$ cat src/rtl/tae_pkg.sv
// Shared types, constants and abbreviation table of the token abbreviation expander.
package tae_pkg;

    localparam int TOKEN_BUFFER_BYTES_DEF = 64;
    localparam int OUTPUT_CAPACITY_DEF    = 4096;
    localparam int ENTRY_COUNT            = 52;
    localparam int EW                     = $clog2(ENTRY_COUNT);
    localparam int KEY_MAX                = 7;
    localparam int TEXT_MAX               = 41;
    localparam int KEY_BITS               = 8 * KEY_MAX;
    localparam int TEXT_BITS              = 8 * TEXT_MAX;

    localparam logic [7:0] CH_UPPER_A = 8'h41;
    localparam logic [7:0] CH_UPPER_Z = 8'h5A;
    localparam logic [7:0] CH_SPACE   = 8'h20;
    localparam logic [7:0] CH_TAB     = 8'h09;
    localparam logic [7:0] CH_CR      = 8'h0D;
    localparam logic [7:0] CASE_DELTA = 8'h20;

    typedef logic [EW-1:0] entry_idx_t;

    typedef struct packed {
        logic [KEY_BITS-1:0]  key;
        logic [TEXT_BITS-1:0] text;
    } rom_entry_t;

    typedef struct packed {
        logic wr_en;
        logic rd_en;
    } tae_mem_ctl_t;

    typedef enum logic [2:0] {
        S_IDLE,
        S_MRD,
        S_MCMP,
        S_DECIDE,
        S_ERD,
        S_EOUT,
        S_TAIL
    } tae_state_t;

    // strings are right-aligned, zero padded on the left
    function automatic rom_entry_t rom_entry(input entry_idx_t idx);
        rom_entry_t r;
        unique case (idx)
            6'd0:  r = '{KEY_BITS'("Dr."),     TEXT_BITS'("Doctor")};
            6'd1:  r = '{KEY_BITS'("Mr."),     TEXT_BITS'("Mister")};
            6'd2:  r = '{KEY_BITS'("Mrs."),    TEXT_BITS'("Missus")};
            6'd3:  r = '{KEY_BITS'("Ms."),     TEXT_BITS'("Miss")};
            6'd4:  r = '{KEY_BITS'("Prof."),   TEXT_BITS'("Professor")};
            6'd5:  r = '{KEY_BITS'("Sr."),     TEXT_BITS'("Senior")};
            6'd6:  r = '{KEY_BITS'("Jr."),     TEXT_BITS'("Junior")};
            6'd7:  r = '{KEY_BITS'("i.e."),    TEXT_BITS'("that is")};
            6'd8:  r = '{KEY_BITS'("e.g."),    TEXT_BITS'("for example")};
            6'd9:  r = '{KEY_BITS'("etc."),    TEXT_BITS'("and so on")};
            6'd10: r = '{KEY_BITS'("vs."),     TEXT_BITS'("versus")};
            6'd11: r = '{KEY_BITS'("viz."),    TEXT_BITS'("namely")};
            6'd12: r = '{KEY_BITS'("cf."),     TEXT_BITS'("compare")};
            6'd13: r = '{KEY_BITS'("ibid."),   TEXT_BITS'("in the same place")};
            6'd14: r = '{KEY_BITS'("approx."), TEXT_BITS'("approximately")};
            6'd15: r = '{KEY_BITS'("incl."),   TEXT_BITS'("including")};
            6'd16: r = '{KEY_BITS'("excl."),   TEXT_BITS'("excluding")};
            6'd17: r = '{KEY_BITS'("max."),    TEXT_BITS'("maximum")};
            6'd18: r = '{KEY_BITS'("min."),    TEXT_BITS'("minimum")};
            6'd19: r = '{KEY_BITS'("avg."),    TEXT_BITS'("average")};
            6'd20: r = '{KEY_BITS'("est."),    TEXT_BITS'("estimated")};
            6'd21: r = '{KEY_BITS'("dept."),   TEXT_BITS'("department")};
            6'd22: r = '{KEY_BITS'("govt."),   TEXT_BITS'("government")};
            6'd23: r = '{KEY_BITS'("govts."),  TEXT_BITS'("governments")};
            6'd24: r = '{KEY_BITS'("org."),    TEXT_BITS'("organisation")};
            6'd25: r = '{KEY_BITS'("corp."),   TEXT_BITS'("corporation")};
            6'd26: r = '{KEY_BITS'("intl."),   TEXT_BITS'("international")};
            6'd27: r = '{KEY_BITS'("natl."),   TEXT_BITS'("national")};
            6'd28: r = '{KEY_BITS'("no."),     TEXT_BITS'("number")};
            6'd29: r = '{KEY_BITS'("fig."),    TEXT_BITS'("figure")};
            6'd30: r = '{KEY_BITS'("sec."),    TEXT_BITS'("section")};
            6'd31: r = '{KEY_BITS'("vol."),    TEXT_BITS'("volume")};
            6'd32: r = '{KEY_BITS'("yr."),     TEXT_BITS'("year")};
            6'd33: r = '{KEY_BITS'("yrs."),    TEXT_BITS'("years")};
            6'd34: r = '{KEY_BITS'("km."),     TEXT_BITS'("kilometres")};
            6'd35: r = '{KEY_BITS'("km"),      TEXT_BITS'("kilometres")};
            6'd36: r = '{KEY_BITS'("mph"),     TEXT_BITS'("miles per hour")};
            6'd37: r = '{KEY_BITS'("kph"),     TEXT_BITS'("kilometres per hour")};
            6'd38: r = '{KEY_BITS'("pct."),    TEXT_BITS'("percent")};
            6'd39: r = '{KEY_BITS'("pct"),     TEXT_BITS'("percent")};
            6'd40: r = '{KEY_BITS'("CO2"),     TEXT_BITS'("carbon dioxide")};
            6'd41: r = '{KEY_BITS'("CH4"),     TEXT_BITS'("methane")};
            6'd42: r = '{KEY_BITS'("GHG"),     TEXT_BITS'("greenhouse gas")};
            6'd43: r = '{KEY_BITS'("GHGs"),    TEXT_BITS'("greenhouse gases")};
            6'd44: r = '{KEY_BITS'("IPCC"),
                         TEXT_BITS'("Intergovernmental Panel on Climate Change")};
            6'd45: r = '{KEY_BITS'("EV"),      TEXT_BITS'("electric vehicle")};
            6'd46: r = '{KEY_BITS'("EVs"),     TEXT_BITS'("electric vehicles")};
            6'd47: r = '{KEY_BITS'("ICE"),     TEXT_BITS'("internal combustion engine")};
            6'd48: r = '{KEY_BITS'("kWh"),     TEXT_BITS'("kilowatt-hours")};
            6'd49: r = '{KEY_BITS'("MW"),      TEXT_BITS'("megawatts")};
            6'd50: r = '{KEY_BITS'("GW"),      TEXT_BITS'("gigawatts")};
            6'd51: r = '{KEY_BITS'("PV"),      TEXT_BITS'("photovoltaic")};
            default: r = '0;
        endcase
        return r;
    endfunction

    function automatic logic [2:0] key_len(input entry_idx_t idx);
        logic [KEY_BITS-1:0] k;
        logic [2:0]          n;
        k = rom_entry(idx).key;
        n = '0;
        for (int i = 0; i < KEY_MAX; i++)
            if (k[8*i +: 8] != 8'd0)
                n = 3'(i + 1);
        return n;
    endfunction

    function automatic logic [5:0] text_len(input entry_idx_t idx);
        logic [TEXT_BITS-1:0] t;
        logic [5:0]           n;
        t = rom_entry(idx).text;
        n = '0;
        for (int i = 0; i < TEXT_MAX; i++)
            if (t[8*i +: 8] != 8'd0)
                n = 6'(i + 1);
        return n;
    endfunction

    function automatic logic [7:0] key_char(input entry_idx_t idx, input logic [2:0] pos);
        logic [KEY_BITS-1:0] k;
        logic [2:0]          n;
        logic [7:0]          c;
        k = rom_entry(idx).key;
        n = key_len(idx);
        c = '0;
        if (pos < n)
            c = k[8*(int'(n) - 1 - int'(pos)) +: 8];
        return c;
    endfunction

    function automatic logic [7:0] text_char(input entry_idx_t idx, input logic [5:0] pos);
        logic [TEXT_BITS-1:0] t;
        logic [5:0]           n;
        logic [7:0]           c;
        t = rom_entry(idx).text;
        n = text_len(idx);
        c = '0;
        if (pos < n)
            c = t[8*(int'(n) - 1 - int'(pos)) +: 8];
        return c;
    endfunction

    function automatic logic is_capital(input logic [7:0] c);
        return (c >= CH_UPPER_A) && (c <= CH_UPPER_Z);
    endfunction

    // keys of capitals only compare exactly
    function automatic logic key_exact(input entry_idx_t idx);
        logic [2:0] n;
        logic       e;
        n = key_len(idx);
        e = 1'b1;
        for (int i = 0; i < KEY_MAX; i++)
            if ((3'(i) < n) && !is_capital(key_char(idx, 3'(i))))
                e = 1'b0;
        return e;
    endfunction

    function automatic logic [7:0] fold(input logic [7:0] c);
        return is_capital(c) ? (c + CASE_DELTA) : c;
    endfunction

    function automatic logic is_space(input logic [7:0] c);
        return (c == CH_SPACE) || ((c >= CH_TAB) && (c <= CH_CR));
    endfunction

endpackage

$ cat src/rtl/tae_token_mem.sv
// Token byte store: one write port, one read port with registered data.
module tae_token_mem #(
    parameter int DEPTH = tae_pkg::TOKEN_BUFFER_BYTES_DEF - 1,
    parameter int AW    = $clog2(DEPTH)
) (
    input  logic                  clk,
    input  tae_pkg::tae_mem_ctl_t ctl,
    input  logic [AW-1:0]         wr_addr,
    input  logic [7:0]            wr_data,
    input  logic [AW-1:0]         rd_addr,
    output logic [7:0]            rd_data
);
    import tae_pkg::*;

    logic [7:0] mem [DEPTH];
    logic [7:0] rd_data_reg;

    always_ff @(posedge clk)
    begin
        if (ctl.wr_en)
            mem[wr_addr] <= wr_data;
        if (ctl.rd_en)
            rd_data_reg <= mem[rd_addr];
    end

    assign rd_data = rd_data_reg;
endmodule

$ cat config.mk
export PLATFORM = sky130hd
export DESIGN_NAME = tae_token_mem
export DESIGN_NICKNAME = d
export VERILOG_FILES = /design/src/rtl/tae_pkg.sv /design/src/rtl/tae_token_mem.sv
export SDC_FILE = /design/constraint.sdc
export NUM_CORES = 1
export LEC_CHECK = 0
export ABC_AREA = 1
export BUFFER_PORTS_ARGS = -buffer_cell sky130_fd_sc_hd__buf_2
export CORE_UTILIZATION = 55
export DETAILED_ROUTE_END_ITERATION = 8
export GPL_TIMING_DRIVEN = 0
export PLACE_DENSITY = 0.68
export SKIP_CTS_REPAIR_TIMING = 1
export SLEW_MARGIN = 20
export SYNTH_ARGS = -nofsm -noshare
export SYNTH_HDL_FRONTEND = slang
export SYNTH_SLANG_ARGS = --single-unit
$ cat constraint.sdc
create_clock -name clk -period 3.1 [get_ports clk]
set_input_delay 0.465 -clock clk [delete_from_list [all_inputs] [get_ports clk]]
set_output_delay 0.465 -clock clk [all_outputs]
set_load 0.01 [all_outputs]
==> flow_summary.toml, run 1 <==
[flow_run]
timing.max_cap.violations = 0

[setup_path]
regToRegSetupSlack_ns = 1.50
worst-endpoint-required_ns = 3.31
end_kind = "flip-flop"
critPathMaxFanout = 9
reg2reg_to = "rd_data[5]$_DFFE_PP_"
r2r-start = "mem[49][5]$_DFFE_PP_"
arrival_ns = 2.80
cp-start-kind = "input port"
crit_type = "input port to flip-flop"
reg2regPathDepth = 8

[timing]
hold_viol = 0
tightestPinTransition_ns = 1.13
layout_min_cycle_time_ns = 2.60
rsz0062_at_grt = "false"
fin_crit_sh = 0.838
setup_slack_ns = 0.503
tns_ns = 0
clock_skew_ns = 0.0113
setup_viol = 0
max_freq_mhz = 385
relSlewSlack = 0.247
slew_violations = 0

[placed_design]
pre_cts_ws_ns = 0.0689
dpl.hpwl_um = 38700
gp_congestion = 0.962
dp_cells = 2321
port-buffer-count = 22

[logic_synthesis]
syn_area_per_cell_um2 = 11.7
ys_warn_count = 0
synth_fa_ha_area_frac = 0
synthCells = 1780
synthXorXnorAreaFrac = 0
syn_nets = 1803
synth_compound_area_frac = 0
synth_top_family_by_area = "simple AND/OR/NAND/NOR gates"
synth.distinct_cells = 14
synthMuxAreaShare = 0
netlist_area_um2 = 20900
yosys_register_bits = 512
ys_seq_area_frac = 0.736
synth-simple-area-share = 0.233

[grt]
grt_start_max_net_pins = 64
grt_use_total = 0.318
overflow = 0
grt_antenna_before_repair = 2
grt_pass1_vias = 13400
grt_pass1_wl_um = 88000

[die]
start_util = 0.558
core_um2 = 37500
io_pins = 31
rows = 71
dieArea_um2 = 38800
die_w_um = 197
die_height_um = 197

[min_path]
whs_endpoint = "rd_data[1]$_DFFE_PP_"
worstHoldStart = "ctl[0]"
hold_class = "input port to flip-flop"
hold_depth = 1

[detailed_routing]
routed.top_layer = "met4"
viasPerCell = 5.92
wl_met3_um = 6770
finalWirelength_um = 59600
wl_met1_um = 23500
ant_nets = 0
dr_total_vias = 14200
drc_errors = 0
drtIter0Drc = 1924
first_pass_iters = 5
wire_per_inst_um = 24.8
wl_met2_um = 27000

[clocking]
insertion_delay_ns = 0.59
htree_levels = 2
clk_path_buf_depth = 3
cts.sinks = 512
clkTransAtPathRegs_ns = 0.06
cts_root_buf = "clkbuf_16"
numCtsBuffers = 51
cts_tree = "yes"

[power_and_ir_drop]
ir_drop_mv = 0.438
power.leakage_uw = 0.00836
power_density_nw_per_um2 = 616

[run_status]
status = "finished clean"

[final_layout]
final_cells = 2402
largest_register_ffs = 504
layout.nets = 1886
area_growth_pct = 11.1
fill_cells = 2959
drive_above_1_share = 0.0910
logic make-up after synthesis:
family	after synthesis
buffers and inverters	122
and+or+nand+nor	1146
DFF	512
metrics by stage:
step	area [µm²]	util	total power [µW]	hold slack (ns)
floorplan	20900	-	8350	0.564
global placement	21700	0.578	8780	0.795
detailed placement	21800	0.581	8800	0.803
CTS	23200	0.620	14300	0.185
global route	23200	0.620	14700	0.206
finish	23200	0.620	14300	0.201
power by group:
group          leakage [µW]  switching [µW]  total, µW  internal (µW)
logic               0.00304             749        985            236
clock network      0.000713            2480       5630           3160
registers           0.00461            12.4       7690           7680
total               0.00836            3240      14300          11100
placed cells by master, fill, tap and decap left out, types with 2 or more instances in the layout:
master,count
buf_1,16
buf_2,63
buf_4,34
buf_6,6
clkbuf_1,33
clkbuf_16,53
clkinv_1,10
clkinv_2,3
edfxtp_1,512
inv_1,9
inv_2,2
nand2_1,630
nand3_1,428
nand4_1,9
nor2_1,71
nor4_2,8
final cells by class:
class / count / area, µm² / area share
Tap cell: 511 / 639 / 0.0275
Buffer: 110 / 602 / 0.0259
Clock inverter: 15 / 91.3 / 0.00393
Sequential cell: 512 / 15400 / 0.662
Antenna cell: 1 / 2.50 / 0.000108
Timing Repair Buffer: 30 / 175 / 0.00754
Multi-Input combinational cell: 1146 / 4930 / 0.212
Clock buffer: 65 / 1370 / 0.0590
Inverter: 12 / 47.5 / 0.00205
synthesized netlist by cell type:
cell type	instances	area (µm²)
buf_6	6	67.6
nand3_1	428	2140
edfxtp_1	512	15400
buf_4	24	180
buf_1	16	60.1
nor2_1	71	267
inv_1	9	33.8
clkbuf_1	21	78.8
inv_4	1	6.26
nor4_1	8	50.1
inv_2	2	7.51
nand4_1	9	56.3
nand2_1	630	2360
buf_2	43	215
worst max-delay path by stage:
stage	start	to	slack [ns]	cells past startpoint
after floorplan	ctl[1]	mem[32][0]$_DFFE_PP_	0.87	3
after global placement	ctl[1]	mem[36][6]$_DFFE_PP_	-0.12	3
after detailed placement	wr_addr[1]	mem[17][5]$_DFFE_PP_	0.07	4
after CTS	wr_addr[1]	mem[17][1]$_DFFE_PP_	0.70	4
after global routing	wr_addr[0]	mem[26][6]$_DFFE_PP_	0.55	4
final	wr_addr[0]	mem[26][1]$_DFFE_PP_	0.50	4
worst max-delay path, stage by stage:
cell and delay (ns):
clkbuf_1 0.21, inv_1 0.31, nand4_1 0.69, nor2_1 1.13
per-layer routing:
| layer | track usage | vias to the layer above |
|---|---|---|
| met2 | 0.483 | 820 |
| met3 | 0.0649 | 150 |
| met1 | 0.454 | 6824 |
| met5 | 0 | - |
| met4 | 0.128 | 0 |
| li1 | - | 6431 |
Power figures use the tool's default switching activity.
==> inputs of run 2 (changes only) <==
- PLACE_DENSITY: 0.68 -> 0.71
- clock period: 3.1 -> 2.1 ns (I/O delays scaled with it)
==> run 2 against run 1 <==
Compared with the run above: the run now ends with negative setup slack left; cell area grew 0.85%; power is 51% higher; utilization grew 0.52 points; cell count increased by 0.21%; clock power increased by 57%; via count increased by 1.8%; critical path depth stayed put; global-route usage decreased by 0.56 points; sequential cell count is the same; non-clock buffer count did not move; largest power group unchanged.
==> flow_summary.toml, run 2 (synthesis results as in run 1) <==
[power_and_ir_drop]
power.leakage_uw = 0.00842
power_uw = 21600
ir_drop_mv = 0.664
power_density_nw_per_um2 = 924

[min_path]
hold_class = "input port to flip-flop"
worstHoldStart = "ctl[0]"

[die]
rows = 71
die_w_um = 197
io_pins = 31
core_um2 = 37500
dieArea_um2 = 38800
start_util = 0.558
die_height_um = 197

[detailed_routing]
dr_total_vias = 14500
drtIter0Drc = 2030
finalWirelength_um = 59100
viasPerCell = 6.01
ant_nets = 0
first_pass_iters = 6
wire_per_inst_um = 24.5
drc_errors = 0

[setup_path]
reg2regPathDepth = 8
reg2reg_to = "rd_data[6]$_DFFE_PP_"
worst-endpoint-required_ns = 2.30
critPathMaxFanout = 9
startpoint = "wr_addr[1]"
cp-start-kind = "input port"
crit_type = "input port to flip-flop"
regToRegSetupSlack_ns = 0.52
r2r-start = "mem[51][6]$_DFFE_PP_"
crit_end = "mem[29][6]$_DFFE_PP_"
arrival_ns = 2.56
end_kind = "flip-flop"

[placed_design]
dpl.hpwl_um = 38600
dp_cells = 2321
gp_congestion = 0.956
port-buffer-count = 22

[final_layout]
final_core_util = 0.625
area_growth_pct = 12.1
drive_above_1_share = 0.111
layout.nets = 1885
layout_common_cells = "nand2_1 (630), edfxtp_1 (512), nand3_1 (428)"
n_antenna_cell = 0
final_cells = 2407
final_common_cell = "nand2_1"
largest_register_ffs = 504

[clocking]
insertion_delay_ns = 0.59
cts.sinks = 512
cts_root_buf = "clkbuf_16"
clkTransAtPathRegs_ns = 0.06
htree_levels = 2
cts_tree = "yes"
numCtsBuffers = 50
clk_path_buf_depth = 3

[timing]
tightestPinTransition_ns = 1.06
clock_skew_ns = 0.00888
fin_crit_sh = 1.13
relSlewSlack = 0.291
setup_slack_ns = -0.267
hold_viol = 0
rsz0062_at_grt = "true"
slew_violations = 0
setup_viol = 266
layout_min_cycle_time_ns = 2.37
max_freq_mhz = 422

[flow_run]
timing.max_cap.violations = 0

[run_status]
status = "complete, but fails checks"
violations = "negative setup slack"

[grt]
grt_pass1_vias = 13500
grt_start_max_net_pins = 64
grt_antenna_before_repair = 2
grt_pass1_wl_um = 86800
grt_use_total = 0.313
overflow = 0
[run 2: cell types whose count changed in the layout (fill, tap and decap cells not counted), sizes merged]
cell | previous run | this run
clkbuf | 86 | 83
diode | 1 | 0
clkinv | 14 | 17
bufinv | 1 | 6
inv | 12 | 13
[run 2: area by class of cell]
| type | instances | area [µm²] |
|---|---|---|
| inverter | 12 | 47.5 |
| timing repair buffer | 30 | 178 |
| sequential | 512 | 15400 |
| multi-input combinational | 1146 | 5010 |
| clock buffer | 62 | 1320 |
| clock inverter | 24 | 259 |
| buffer | 110 | 602 |
| tap | 511 | 639 |
| fill | 2905 | 14100 |
[run 2: critical path, cell delays in order]
cell	delay (ns)
clkbuf_1	0.22
inv_1	0.32
nand4_1	0.64
nor2_1	1.06
[run 2: worst min-delay path by stage]
stage / endpoint / cells after the start / slack (ns)
after floorplan: mem[0][0]$_DFFE_PP_ / 0 / 0.41
after global placement: rd_data[4]$_DFFE_PP_ / 1 / 0.64
after detailed placement: rd_data[3]$_DFFE_PP_ / 1 / 0.65
after CTS: rd_data[1]$_DFFE_PP_ / 1 / 0.05
after global routing: rd_data[6]$_DFFE_PP_ / 1 / 0.05
final: rd_data[1]$_DFFE_PP_ / 1 / 0.06
[run 2: layer usage]
| metal | vias up | part of all wire | track usage |
|---|---|---|---|
| li1 | 6418 | - | - |
| met1 | 7002 | 0.39 | 0.438 |
| met2 | 897 | 0.46 | 0.485 |
| met3 | 154 | 0.12 | 0.0748 |
| met4 | 4 | 0.034 | 0.105 |
| met5 | - | 0.00049 | 0 |
[run 2: report_power, final]
part / switching [µW] / total [µW] / internal (µW)
Sequential: 18.1 / 11400 / 11300
Clock: 3690 / 8840 / 5150
Combinational: 1110 / 1460 / 349
Total: 4820 / 21600 / 16800
[run 2: stage by stage]
step                setup TNS [ns]  worst slack (ns)  area [µm²]  hold WS, ns
floorplan                        0            0.0189       20900        0.414
global placement           -207.11            -0.955       21700        0.644
detailed placement         -242.71            -0.751       21800        0.653
CTS                          -9.63            -0.133       23300       0.0458
global route                -21.83            -0.192       23400       0.0514
finish                      -27.65            -0.267       23400       0.0609
